--- config.mk ---
export PLATFORM = sky130hd
export DESIGN_NAME = positional_list_insert_delete_min_unit
export DESIGN_NICKNAME = d
export VERILOG_FILES = /design/src/hdl/pldm_pkg.sv /design/src/hdl/pldm_cell.sv /design/src/hdl/positional_list_insert_delete_min_unit.sv
export SDC_FILE = /design/constraint.sdc
export NUM_CORES = 2
export LEC_CHECK = 0
export ABC_AREA = 1
export BUFFER_PORTS_ARGS = -buffer_cell sky130_fd_sc_hd__buf_2
export CAP_MARGIN = 20
export CORE_MARGIN = 10
export CORE_UTILIZATION = 60
export DETAILED_ROUTE_END_ITERATION = 10
export PLACE_DENSITY_LB_ADDON = 0.12
export SLEW_MARGIN = 10
export SYNTH_ARGS = -nofsm -noshare
export SYNTH_HDL_FRONTEND = slang
export SYNTH_SLANG_ARGS = --single-unit
export TNS_END_PERCENT = 30
--- constraint.sdc ---
create_clock -name clock -period 12.25 [get_ports clock]
set_clock_uncertainty 0.2 [all_clocks]
set_input_delay 1.225 -clock clock [delete_from_list [all_inputs] [get_ports clock]]
set_output_delay 1.225 -clock clock [all_outputs]
set_load 0.01 [all_outputs]
--- src/hdl/pldm_pkg.sv ---
// Shared types, field widths and stream packing offsets for the positional list unit.
package pldm_pkg;

   localparam int DEPTH_DEFAULT = 16;

   localparam int VALUE_W  = 32;
   localparam int POS_W    = 5;
   localparam int STATUS_W = 2;
   localparam int MINPOS_W = 4;
   localparam int COUNT_W  = 5;

   // Request stream: tdata = value, position; tuser = operation.
   localparam int REQ_TDATA_W   = 40;
   localparam int REQ_TUSER_W   = 1;
   localparam int REQ_VALUE_LSB = 0;
   localparam int REQ_POS_LSB   = 32;

   // Response stream: tdata = removed_value, min_position, min_value, item_count;
   // tuser = status, min_valid.
   localparam int RSP_TDATA_W     = 80;
   localparam int RSP_TUSER_W     = 3;
   localparam int RSP_REMOVED_LSB = 0;
   localparam int RSP_MINPOS_LSB  = 32;
   localparam int RSP_MINVAL_LSB  = 36;
   localparam int RSP_COUNT_LSB   = 68;
   localparam int RSP_STATUS_LSB  = 0;
   localparam int RSP_MINVLD_BIT  = 2;

   typedef enum logic [STATUS_W-1:0] {
      ST_DONE    = 2'd0,
      ST_BAD_POS = 2'd1,
      ST_FULL    = 2'd2
   } status_type;

   typedef enum logic {
      OP_INSERT = 1'b0,
      OP_DELETE = 1'b1
   } op_type;

   // Control part of the token that walks the row of cells.
   typedef struct packed {
      logic               valid;
      logic               ins;
      logic               del;
      logic [POS_W-1:0]   position;
      status_type         status;
   } tok_ctl_type;

endpackage

--- src/hdl/pldm_cell.sv ---
// One list cell: holds an entry, applies the shift as the token passes, folds in the minimum.
module pldm_cell #(
   parameter int DEPTH = pldm_pkg::DEPTH_DEFAULT,
   parameter int K     = 0
) (
   input  logic                          clock,
   input  logic                          reset,
   input  logic                          hold,
   input  pldm_pkg::tok_ctl_type         ctl_i,
   input  logic [pldm_pkg::VALUE_W-1:0]  carry_i,
   input  logic [pldm_pkg::VALUE_W-1:0]  min_val_i,
   input  logic [$clog2(DEPTH)-1:0]      min_pos_i,
   input  logic [$clog2(DEPTH+1)-1:0]    cnt_i,
   input  logic [pldm_pkg::VALUE_W-1:0]  right_i,
   output logic [pldm_pkg::VALUE_W-1:0]  entry_o,
   output pldm_pkg::tok_ctl_type         ctl_o,
   output logic [pldm_pkg::VALUE_W-1:0]  carry_o,
   output logic [pldm_pkg::VALUE_W-1:0]  min_val_o,
   output logic [$clog2(DEPTH)-1:0]      min_pos_o,
   output logic [$clog2(DEPTH+1)-1:0]    cnt_o
);
   import pldm_pkg::*;

   localparam int IW   = $clog2(DEPTH);
   localparam int CW   = $clog2(DEPTH+1);
   localparam int CMPW = (CW > POS_W) ? CW : POS_W;
   localparam logic [CMPW-1:0] IDX = CMPW'(K);

   logic [VALUE_W-1:0] entry_ff, entry_in;
   tok_ctl_type        ctl_ff, ctl_in;
   logic [VALUE_W-1:0] carry_ff, carry_in;
   logic [VALUE_W-1:0] min_val_ff, min_val_in;
   logic [IW-1:0]      min_pos_ff, min_pos_in;
   logic [CW-1:0]      cnt_ff;
   logic [CMPW-1:0]    pos_x;
   logic               at_pos, from_pos, live, take;

   always_comb begin
      pos_x    = CMPW'(ctl_i.position);
      at_pos   = (IDX == pos_x);
      from_pos = (IDX >= pos_x);
      entry_in = entry_ff;
      carry_in = carry_i;
      // Insert ripples the displaced entry upwards through the carry.
      if (ctl_i.valid && ctl_i.ins && from_pos) begin
         entry_in = carry_i;
         carry_in = entry_ff;
      end
      // Delete pulls the right neighbour down; the cell at the position hands its entry out.
      if (ctl_i.valid && ctl_i.del && from_pos) begin
         entry_in = right_i;
      end
      if (ctl_i.valid && ctl_i.del && at_pos) begin
         carry_in = entry_ff;
      end
      live       = (IDX < CMPW'(cnt_i));
      take       = live && ((K == 0) || ($signed(entry_in) < $signed(min_val_i)));
      min_val_in = take ? entry_in : min_val_i;
      min_pos_in = take ? IW'(K) : min_pos_i;
      ctl_in     = ctl_i;
   end

   always_ff @(posedge clock) begin
      entry_ff <= entry_in;
      if (reset) begin
         ctl_ff.valid <= 1'b0;
      end else if (!hold) begin
         ctl_ff <= ctl_in;
      end
      if (!hold) begin
         carry_ff   <= carry_in;
         min_val_ff <= min_val_in;
         min_pos_ff <= min_pos_in;
         cnt_ff     <= cnt_i;
      end
   end

   assign entry_o   = entry_ff;
   assign ctl_o     = ctl_ff;
   assign carry_o   = carry_ff;
   assign min_val_o = min_val_ff;
   assign min_pos_o = min_pos_ff;
   assign cnt_o     = cnt_ff;

endmodule

--- src/hdl/positional_list_insert_delete_min_unit.sv ---
// Top level of the positional list unit: insert, delete and minimum report over a row of cells.
//
//   Channel    Direction  Handshake          tdata (lowest bit first)             tuser
//   req_       in         tvalid / tready    value[31:0], position[36:32], pad    operation
//   rsp_       out        tvalid / tready    removed_value, min_position,         status,
//                                            min_value, item_count, pad           min_valid
//
// A transaction on req_ launches a token into the row of DEPTH cells. The token visits one
// cell per cycle, carrying out the shift of the insert or delete at that cell and folding the
// cell's new entry into the running minimum; only the last cell can hold it, behind a stalled
// response. From the last cell the response is registered, and a new request is taken only
// once the token has left the row.
// Reset is synchronous and active high; it empties the list and drops any token in flight.
// The list entries themselves are not cleared. A stalled response holds the token in the last
// cell; a new request may be taken while a finished response waits to be collected.
module positional_list_insert_delete_min_unit #(
   parameter int DEPTH = pldm_pkg::DEPTH_DEFAULT
) (
   input  logic                              clock,
   input  logic                              reset,
   input  logic                              req_tvalid,
   output logic                              req_tready,
   // value[31:0], position[36:32], zeros above
   input  logic [pldm_pkg::REQ_TDATA_W-1:0]  req_tdata,
   // operation[0]
   input  logic [pldm_pkg::REQ_TUSER_W-1:0]  req_tuser,
   output logic                              rsp_tvalid,
   input  logic                              rsp_tready,
   // removed_value[31:0], min_position[35:32], min_value[67:36], item_count[72:68], zeros above
   output logic [pldm_pkg::RSP_TDATA_W-1:0]  rsp_tdata,
   // status[1:0], min_valid[2]
   output logic [pldm_pkg::RSP_TUSER_W-1:0]  rsp_tuser
);
   import pldm_pkg::*;

   localparam int IW   = $clog2(DEPTH);
   localparam int CW   = $clog2(DEPTH+1);
   localparam int CMPW = (CW > POS_W) ? CW : POS_W;

   // Token wires: index 0 is the launch register, index k+1 the output of cell k.
   tok_ctl_type        ctl_w     [DEPTH+1];
   logic [VALUE_W-1:0] carry_w   [DEPTH+1];
   logic [VALUE_W-1:0] min_val_w [DEPTH+1];
   logic [IW-1:0]      min_pos_w [DEPTH+1];
   logic [CW-1:0]      cnt_w     [DEPTH+1];
   logic [VALUE_W-1:0] entry_w   [DEPTH];

   tok_ctl_type        launch_ctl_ff, launch_ctl_in;
   logic [VALUE_W-1:0] launch_carry_ff, launch_carry_in;
   logic [CW-1:0]      launch_cnt_ff;
   logic [CW-1:0]      cnt_ff, cnt_in;
   logic               busy_ff, busy_in;
   logic               rsp_valid_ff, rsp_valid_in;
   logic [RSP_TDATA_W-1:0] rsp_tdata_ff, rsp_tdata_in;
   logic [RSP_TUSER_W-1:0] rsp_tuser_ff, rsp_tuser_in;

   logic               accept, rsp_load, last_hold;
   op_type             req_op;
   logic [VALUE_W-1:0] req_value;
   logic [POS_W-1:0]   req_pos;
   logic [CMPW-1:0]    pos_x, cnt_x;
   tok_ctl_type        last_ctl;
   logic [VALUE_W-1:0] removed;

   assign req_op    = op_type'(req_tuser[0]);
   assign req_value = req_tdata[REQ_VALUE_LSB +: VALUE_W];
   assign req_pos   = req_tdata[REQ_POS_LSB +: POS_W];
   assign pos_x     = CMPW'(req_pos);
   assign cnt_x     = CMPW'(cnt_ff);

   // One item in the row at a time; the request side waits until its token has left the row.
   assign req_tready = !busy_ff;
   assign accept     = req_tvalid && req_tready;

   // The last cell only freezes while it holds a finished token that cannot be handed over,
   // so a token arriving behind a waiting response is still captured.
   assign last_ctl  = ctl_w[DEPTH];
   assign last_hold = last_ctl.valid && rsp_valid_ff && !rsp_tready;
   assign rsp_load  = last_ctl.valid && !last_hold;

   // Decide the outcome up front from the count; the cells only carry it out.
   always_comb begin
      launch_ctl_in          = '0;
      launch_ctl_in.valid    = accept;
      launch_ctl_in.position = req_pos;
      launch_ctl_in.status   = ST_DONE;
      launch_carry_in        = '0;
      cnt_in                 = cnt_ff;
      if (req_op == OP_INSERT) begin
         if (pos_x > cnt_x) begin
            launch_ctl_in.status = ST_BAD_POS;
         end else if (cnt_ff == CW'(DEPTH)) begin
            launch_ctl_in.status = ST_FULL;
         end else begin
            launch_ctl_in.ins = 1'b1;
            launch_carry_in   = req_value;
            cnt_in            = cnt_ff + 1'b1;
         end
      end else begin
         if (pos_x >= cnt_x) begin
            launch_ctl_in.status = ST_BAD_POS;
         end else begin
            launch_ctl_in.del = 1'b1;
            cnt_in            = cnt_ff - 1'b1;
         end
      end
   end

   always_comb begin
      busy_in = busy_ff;
      if (accept) begin
         busy_in = 1'b1;
      end else if (rsp_load) begin
         busy_in = 1'b0;
      end
   end

   // The carry of a finished delete is the entry it took out.
   assign removed = last_ctl.del ? carry_w[DEPTH] : '0;

   always_comb begin
      rsp_valid_in = rsp_valid_ff;
      rsp_tdata_in = rsp_tdata_ff;
      rsp_tuser_in = rsp_tuser_ff;
      if (rsp_load) begin
         rsp_valid_in = 1'b1;
         rsp_tdata_in = '0;
         rsp_tdata_in[RSP_REMOVED_LSB +: VALUE_W]  = removed;
         rsp_tdata_in[RSP_MINPOS_LSB +: MINPOS_W]  = MINPOS_W'(min_pos_w[DEPTH]);
         rsp_tdata_in[RSP_MINVAL_LSB +: VALUE_W]   = min_val_w[DEPTH];
         rsp_tdata_in[RSP_COUNT_LSB +: COUNT_W]    = COUNT_W'(cnt_w[DEPTH]);
         rsp_tuser_in[RSP_STATUS_LSB +: STATUS_W]  = last_ctl.status;
         rsp_tuser_in[RSP_MINVLD_BIT]              = (cnt_w[DEPTH] != '0);
      end else if (rsp_tready) begin
         rsp_valid_in = 1'b0;
      end
   end

   always_ff @(posedge clock) begin
      if (reset) begin
         launch_ctl_ff.valid <= 1'b0;
         cnt_ff              <= '0;
         busy_ff             <= 1'b0;
         rsp_valid_ff        <= 1'b0;
      end else begin
         launch_ctl_ff <= launch_ctl_in;
         if (accept) begin
            cnt_ff <= cnt_in;
         end
         busy_ff      <= busy_in;
         rsp_valid_ff <= rsp_valid_in;
      end
      launch_carry_ff <= launch_carry_in;
      launch_cnt_ff   <= cnt_in;
      rsp_tdata_ff    <= rsp_tdata_in;
      rsp_tuser_ff    <= rsp_tuser_in;
   end

   assign ctl_w[0]     = launch_ctl_ff;
   assign carry_w[0]   = launch_carry_ff;
   assign min_val_w[0] = '0;
   assign min_pos_w[0] = '0;
   assign cnt_w[0]     = launch_cnt_ff;

   for (genvar k = 0; k < DEPTH; k++) begin : g_cell
      logic [VALUE_W-1:0] right;
      if (k == DEPTH-1) begin : g_end
         assign right = entry_w[k];
      end else begin : g_mid
         assign right = entry_w[k+1];
      end
      pldm_cell #(
         .DEPTH (DEPTH),
         .K     (k)
      ) u_cell (
         .clock     (clock),
         .reset     (reset),
         .hold      ((k == DEPTH-1) ? last_hold : 1'b0),
         .ctl_i     (ctl_w[k]),
         .carry_i   (carry_w[k]),
         .min_val_i (min_val_w[k]),
         .min_pos_i (min_pos_w[k]),
         .cnt_i     (cnt_w[k]),
         .right_i   (right),
         .entry_o   (entry_w[k]),
         .ctl_o     (ctl_w[k+1]),
         .carry_o   (carry_w[k+1]),
         .min_val_o (min_val_w[k+1]),
         .min_pos_o (min_pos_w[k+1]),
         .cnt_o     (cnt_w[k+1])
      );
   end

   assign rsp_tvalid = rsp_valid_ff;
   assign rsp_tdata  = rsp_tdata_ff;
   assign rsp_tuser  = rsp_tuser_ff;

endmodule

### Word-level counts from Yosys, hierarchy flattened

Index checks and enable logic that the tools add are counted.

| operators by class | value |
|---|---|
| $add $sub $neg | 2 |
| $lt $le $gt $ge | 49 |
| eq/ne operators | 16 |
| muxes and demuxes | 94 |
| bitwise gates (word level) | 2 |
| reductions and logical operators | 109 |

Operators by type and width:

| kind | number |
|---|---|
| 32-bit 2-to-1 mux | 79 |
| 32-bit less-than comparator | 15 |
| 1-bit logical AND | 99 |
| 4-bit by 5-bit equality test with 1-bit output, first input constant | 8 |
| 4-bit by 5-bit greater-or-equal comparator with 1-bit output, first input constant | 8 |
| 4-bit by 5-bit less-than comparator with 1-bit output, first input constant | 8 |
| 3-bit by 5-bit equality test with 1-bit output, first input constant | 4 |
| 3-bit by 5-bit greater-or-equal comparator with 1-bit output, first input constant | 4 |
| 3-bit by 5-bit less-than comparator with 1-bit output, first input constant | 4 |
| 5-bit 2-to-1 mux | 4 |
| 2-bit by 5-bit equality test with 1-bit output, first input constant | 2 |
| 1-bit by 5-bit greater-or-equal comparator with 1-bit output, first input constant | 2 |
| 2-bit by 5-bit greater-or-equal comparator with 1-bit output, first input constant | 2 |
| 1-bit by 5-bit less-than comparator with 1-bit output, first input constant | 2 |
| 2-bit by 5-bit less-than comparator with 1-bit output, first input constant | 2 |
| 1-bit 2-to-1 mux | 8 |
| 2-bit 2-to-1 mux | 3 |
| 5-bit by 1-bit adder with 5-bit output, second input constant | 1 |
| 1-bit by 5-bit equality test with 1-bit output, first input constant | 1 |
| 5-bit equality test, second input constant | 1 |
| 5-bit greater-or-equal comparator | 1 |
| 5-bit > comparator | 1 |
| 5-bit logical NOT | 1 |
| 5-bit nonzero test | 1 |
| other kinds (7) | 11 |

| word-level totals | value |
|---|---|
| register bits | 1960 |
| output and inout bits | 85 |

### Longest topological paths before layout

| depth | value |
|---|---|
| depth after elaboration | 7 |
| depth in mapped cells | 25 |
| gate-level depth less buffers | 23 |

### Hierarchy

From an unflattened synthesis, not the netlist that was laid out.

| unflattened totals | value |
|---|---|
| cell total of the unflattened synthesis | 10130 |
| area, all modules | 94290.4 µm² |

By module, submodules not included:

| module | instances | cells each | area each (µm²) | seq. area each (µm²) |
|---|---|---|---|---|
| pldm_cell at g_cell[5].u_cell | 1 | 625 | 5729.2 | 3123.0 |
| pldm_cell at g_cell[15].u_cell | 1 | 577 | 5654.2 | 3123.0 |
| pldm_cell at g_cell[2].u_cell | 1 | 621 | 5645.4 | 3123.0 |
| pldm_cell at g_cell[14].u_cell | 1 | 614 | 5635.4 | 3123.0 |
| pldm_cell at g_cell[8].u_cell | 1 | 620 | 5632.9 | 3123.0 |
| pldm_cell at g_cell[10].u_cell | 1 | 622 | 5631.7 | 3123.0 |
| pldm_cell at g_cell[11].u_cell | 1 | 619 | 5627.9 | 3123.0 |
| pldm_cell at g_cell[12].u_cell | 1 | 620 | 5627.9 | 3123.0 |
| pldm_cell at g_cell[13].u_cell | 1 | 616 | 5625.4 | 3123.0 |
| pldm_cell at g_cell[4].u_cell | 1 | 619 | 5622.9 | 3123.0 |
| pldm_cell at g_cell[9].u_cell | 1 | 617 | 5617.9 | 3123.0 |
| pldm_cell at g_cell[3].u_cell | 1 | 617 | 5615.4 | 3123.0 |
| pldm_cell at g_cell[6].u_cell | 1 | 614 | 5611.6 | 3123.0 |
| pldm_cell at g_cell[1].u_cell | 1 | 580 | 5604.1 | 3123.0 |
| 3 more rows | n/a | n/a | n/a | n/a |

### Least setup slack after synthesis

Ideal clock, no wire load.

| timing path | value |
|---|---|
| path kind | input port to flip-flop |
| from | input rsp_tready |
| to | register rsp_tdata_ff[0], in the netlist rsp_tdata[0] (enable) |
| arrival time | 4.586 ns |
| setup slack | 6.952 ns |
| stages on the path | 4 |
| cells stage by stage | inv_1 > nand2_1 > nor2_1 > nor2_1 |

| on the way | value |
|---|---|
| word-level cells in the longest chain between the ends | 4 |

RTL lines:

| item | RTL line | source |
|---|---|---|
| start, declared | positional_list_insert_delete_min_unit.sv:28 | `input logic rsp_tready,` |
| 1-bit logical NOT | positional_list_insert_delete_min_unit.sv:78 | `assign last_hold = last_ctl.valid && rsp_valid_ff && !rsp_tready;` |
| 1-bit logical AND | positional_list_insert_delete_min_unit.sv:78 |  |
| 1-bit logical NOT | n/a |  |
| 1-bit logical AND | positional_list_insert_delete_min_unit.sv:79 | `assign rsp_load = last_ctl.valid && !last_hold;` |
| named net rsp_load | positional_list_insert_delete_min_unit.sv:57 | `logic accept, rsp_load, last_hold;` |
| end signal, assigned | positional_list_insert_delete_min_unit.sv:155 | `rsp_tdata_ff <= rsp_tdata_in;` |
| end, declared | positional_list_insert_delete_min_unit.sv:54 | `logic [RSP_TDATA_W-1:0] rsp_tdata_ff, rsp_tdata_in;` |

The timed path passes the listed nets, and every way through them passes these cells.
A chain may end at the register's enable or synchronous reset.

### Final worst setup path

| timing path | value |
|---|---|
| from | register g_cell[11].u_cell.ctl_ff (netlist bit g_cell[11].u_cell.ctl_o[6]) |
| to | register g_cell[12].u_cell.min_val_ff[24] |

| on the way | value |
|---|---|
| word-level cells in the longest chain between the ends | 7 |
| elaborated cells on any way between the ends | 8 |
| those cells by class | 2 x order compare; 3 x mux; 3 x reduce/logical |

RTL lines:

| item | RTL line | source |
|---|---|---|
| start, declared | pldm_cell.sv:30 | `tok_ctl_type ctl_ff, ctl_in;` |
| start signal, assigned | pldm_cell.sv:68 | `ctl_ff <= ctl_in;` |
| 4-bit by 5-bit greater-or-equal comparator with 1-bit output (*) | pldm_cell.sv:41 | `from_pos = (IDX >= pos_x);` |
| 1-bit logical AND | pldm_cell.sv:45 | `if (ctl_i.valid && ctl_i.ins && from_pos) begin` |
| 32-bit 2-to-1 mux | pldm_cell.sv:45 |  |
| 32-bit 2-to-1 mux (*) | pldm_cell.sv:50 | `if (ctl_i.valid && ctl_i.del && from_pos) begin` |
| named net g_cell[12].u_cell.entry_in[25] | pldm_cell.sv:29 | `logic [VALUE_W-1:0] entry_ff, entry_in;` |
| 32-bit less-than comparator (*) | pldm_cell.sv:57 | `take = live && ((K == 0) \|\| ($signed(entry_in) < $signed(min_val_i)));` |
| 1-bit logical AND (*) | pldm_cell.sv:57 |  |
| 32-bit 2-to-1 mux (*) | pldm_cell.sv:58 | `min_val_in = take ? entry_in : min_val_i;` |
| named net g_cell[12].u_cell.min_val_in[24] | pldm_cell.sv:32 | `logic [VALUE_W-1:0] min_val_ff, min_val_in;` |
| end signal, assigned | pldm_cell.sv:72 | `min_val_ff <= min_val_in;` |
| end, declared | pldm_cell.sv:32 |  |

The timed path passes the listed nets; every way through them passes the cells marked *.

==> metrics.csv <==
metric,value,unit
rsz0062_at_grt,no,
hpwl,154000,um
antenna_found_initial,1,
path_max_fanout,35,
wl_per_cell,18.8,um
yosys.area_share.simple,17.6,%
clk_latency,840,ps
post-route-period-util,45.7,%
stdcell_count,11300,
row_count,134,
pwr-share-clk,27.7,%
final_layout_size_suffix_gt1_share,6.65,%
grt_util_all_layers,28.1,%
h-tree-depth,4,
layout_common_cells,"nand2_1 (1925), dfxtp_1 (1653), inv_1 (1278), a21oi_1 (842), o21ai_0 (695)",
clock_path_buffers,3,
combPwrFrac,32.3,%
criticalPathCategory,flip-flop to flip-flop,
tightest_slew,1010,ps
io-pin-count,130,
port_buffers,119,
drc,0,
clock_sinks,1949,
cts_resized,0,
synthFlopType,dfxtp_1,
switchingPower,8180,uW
crit_path_frequent_cell,nand2_1,
dp.cells,11000,
grt_pass1_wl,336000,um
die_y,386,um
cts_hold_repair.buffers,0,
avgSynthCellArea,8.47,um2
gp_congestion,0.900,
grt_max_degree,91,
diodes,0,
tns,0,ps
ant_nets,0,
drt_iter0_drc,5446,
setup_viol,0,
worstPathCellList,nor2_1 > nand2_1 > a21oi_2 > buf_4 > inv_1 > buf_4 > o21ai_0 > ha_1 > a21oi_1 > nor2_1 > a211oi_1 > o221ai_1 > a21oi_1 > nand3_2 > nand3_4 > nand2_1 > nand2_1,
cp.required,12800,ps
critPathSlowestCell,nand3_4,
start_util,60.3,%
overflow,0,
hp-class,flip-flop to flip-flop,
drt_wl_total,213000,um
ys_ff_latch,1949,
grt_use_met1,32.5,%
numCtsBuffers,191,
endpoint_kind,flip-flop,
min_path_cells,0,
ys_types,62,
dieArea,0.149,mm2
fmax,179,MHz
max_stage_delay,780,ps
dr.pass1.iters,7,
synth_top_family_by_area,simple AND/OR/NAND/NOR gates,
area_growth,10.6,%
synth_fa_ha_area_share,7.36,%
synth-edff-count,296,
cp-start-kind,flip-flop,
relSlewSlack,32.5,%
grtUsageMet3,3.46,%
p_int,14200,uW
synth_compound_area_share,14.0,%
first_global_vias,61700,
cts_tree,done,
fill_cells,10800,
synth_mux_area_share,0,%
reg2reg_depth,17,
yosys_warnings,0,
seqPwrFrac,40.1,%
status,completed,
yosysSeqAreaShare,52.3,%
busiest_layer,met2,
root_buffer,clkbuf_16,
drv_cap,0,
final_common_cell,nand2_1,
clk_pin_slew,60,ps
switching_share,36.6,%
synthArstFlopShare,0,%
met2_usage,50.1,%
powerDensity,252,mW/mm2
core_area,0.133,mm2
hold_viol_final,0,
synth_area,0.0802,mm2
p_leak,0.0436,uW
syn-instance-count,9467,
period_needed,5590,ps
yosys.area_share.xor_xnor,0.0328,%
drv_slew,0,
cts_setup_buffers,0,
final_nets,9907,
vdd_ir_drop_max,0.146,mV
num_vias,63900,
arrival,6150,ps
die_x,386,um
via_per_inst,5.64,
-- Yosys cell counts (26+ instances only) --
library cell	number	share of area, %
buf_1	32	0.15
buf_4	29	0.27
clkbuf_1	334	1.6
nand2_1	1930	9.0
o21a_1	33	0.31
o21ai_0	695	4.3
inv_1	1280	6.0
nand4_1	513	4.0
a211oi_1	39	0.36
dfxtp_1	1653	41
nand3_1	73	0.46
buf_2	88	0.55
o211ai_1	305	2.9
ha_1	472	7.4
edfxtp_1	296	11
a21oi_1	842	5.3
nand3_2	26	0.32
nor2_1	636	3.0
-- metrics by stage --
step / area, um2 / hold WS (ps) / util (%) / power, uW / setup WS (ps)
after floorplan: 80200 / 110 / - / 14000 / 6950
after global placement: 81800 / 111 / 61.5 / 15900 / 6970
after detailed placement: 81900 / 112 / 61.5 / 16100 / 6890
after CTS: 88600 / 121 / 66.6 / 22300 / 6840
after global routing: 88700 / 127 / 66.6 / 23800 / 6390
final: 88700 / 125 / 66.6 / 22300 / 6660
-- state kept, by name, summed over array words and instances (netlist names), 3 cells and up --
signal	count
cnt_ff	5
ctl_w	10
g_cell.u_cell.carry_o	512
g_cell.u_cell.cnt_o	80
g_cell.u_cell.ctl_o	154
g_cell.u_cell.entry_o	512
g_cell.u_cell.min_pos_o	49
g_cell.u_cell.min_val_o	512
launch_carry_ff	32
launch_cnt_ff	5
rsp_tdata	73
rsp_tuser	3
-- routing by layer --
layer  wire [um]  vias up
li1            -    31300
met1       82700    29900
met2      107000     2155
met3       10800      582
met4       12700        2
met5           7        -
-- kinds of logic (layout without fill, tap and decap cells) --
group | after synthesis | in the layout
buffers and inverters | 1778 | 1860
other | 1 | 7
AOI/OAI and AO/OA | 2000 | 2000
xor gates and xnor gates | 3 | 3
and+or+nand+nor | 3264 | 3264
DFF | 1949 | 1949
adders and majority gates | 472 | 472
-- worst max-delay path, delay by kind of cell, from the launching register on --
family                   cells  cell delay [ps]
adder cells (fa/ha/maj)      1              330
AND/OR/NAND/NOR              7             2050
buffers and inverters        3             1050
AO/OA/AOI/OAI                6             1410
flip-flops                   1              420
-- area by class of cell --
| cell class | count | area (um2) | share of cell area, % |
|---|---|---|---|
| clock inverters | 85 | 1200 | 1.35 |
| flip-flops and latches | 1949 | 42000 | 47.3 |
| inverters | 1287 | 4840 | 5.45 |
| well taps | 1768 | 2210 | 2.49 |
| multi-input cells | 5746 | 31500 | 35.5 |
| clock buffers | 273 | 5570 | 6.28 |
| repair buffers | 215 | 1370 | 1.54 |
-- worst paths after layout --
check | startpoint | to | slack [ps]
worst max-delay path | g_cell[11].u_cell.ctl_o[6]$_DFFE_PN_ | g_cell[12].u_cell.min_val_o[24]$_DFF_P_ | 6660
worst min register to register | g_cell[6].u_cell.cnt_o[2]$_DFF_P_ | g_cell[7].u_cell.cnt_o[2]$_DFF_P_ | 130
worst max register to register | g_cell[11].u_cell.ctl_o[6]$_DFFE_PN_ | g_cell[12].u_cell.min_val_o[24]$_DFF_P_ | 6660
worst min-delay path | g_cell[6].u_cell.cnt_o[2]$_DFF_P_ | g_cell[7].u_cell.cnt_o[2]$_DFF_P_ | 130
-- power by group through the flow --
stage	clock network, uW	registers (uW)	logic [uW]
2_1_floorplan	0	8700	5300
3_3_place_gp	0	9060	6860
3_5_place_dp	0	9080	7070
4_1_cts	6270	8950	7130
5_1_grt	6530	9080	8180
6_report	6180	8950	7200
Note: power is estimated with default switching activity, not from simulation.
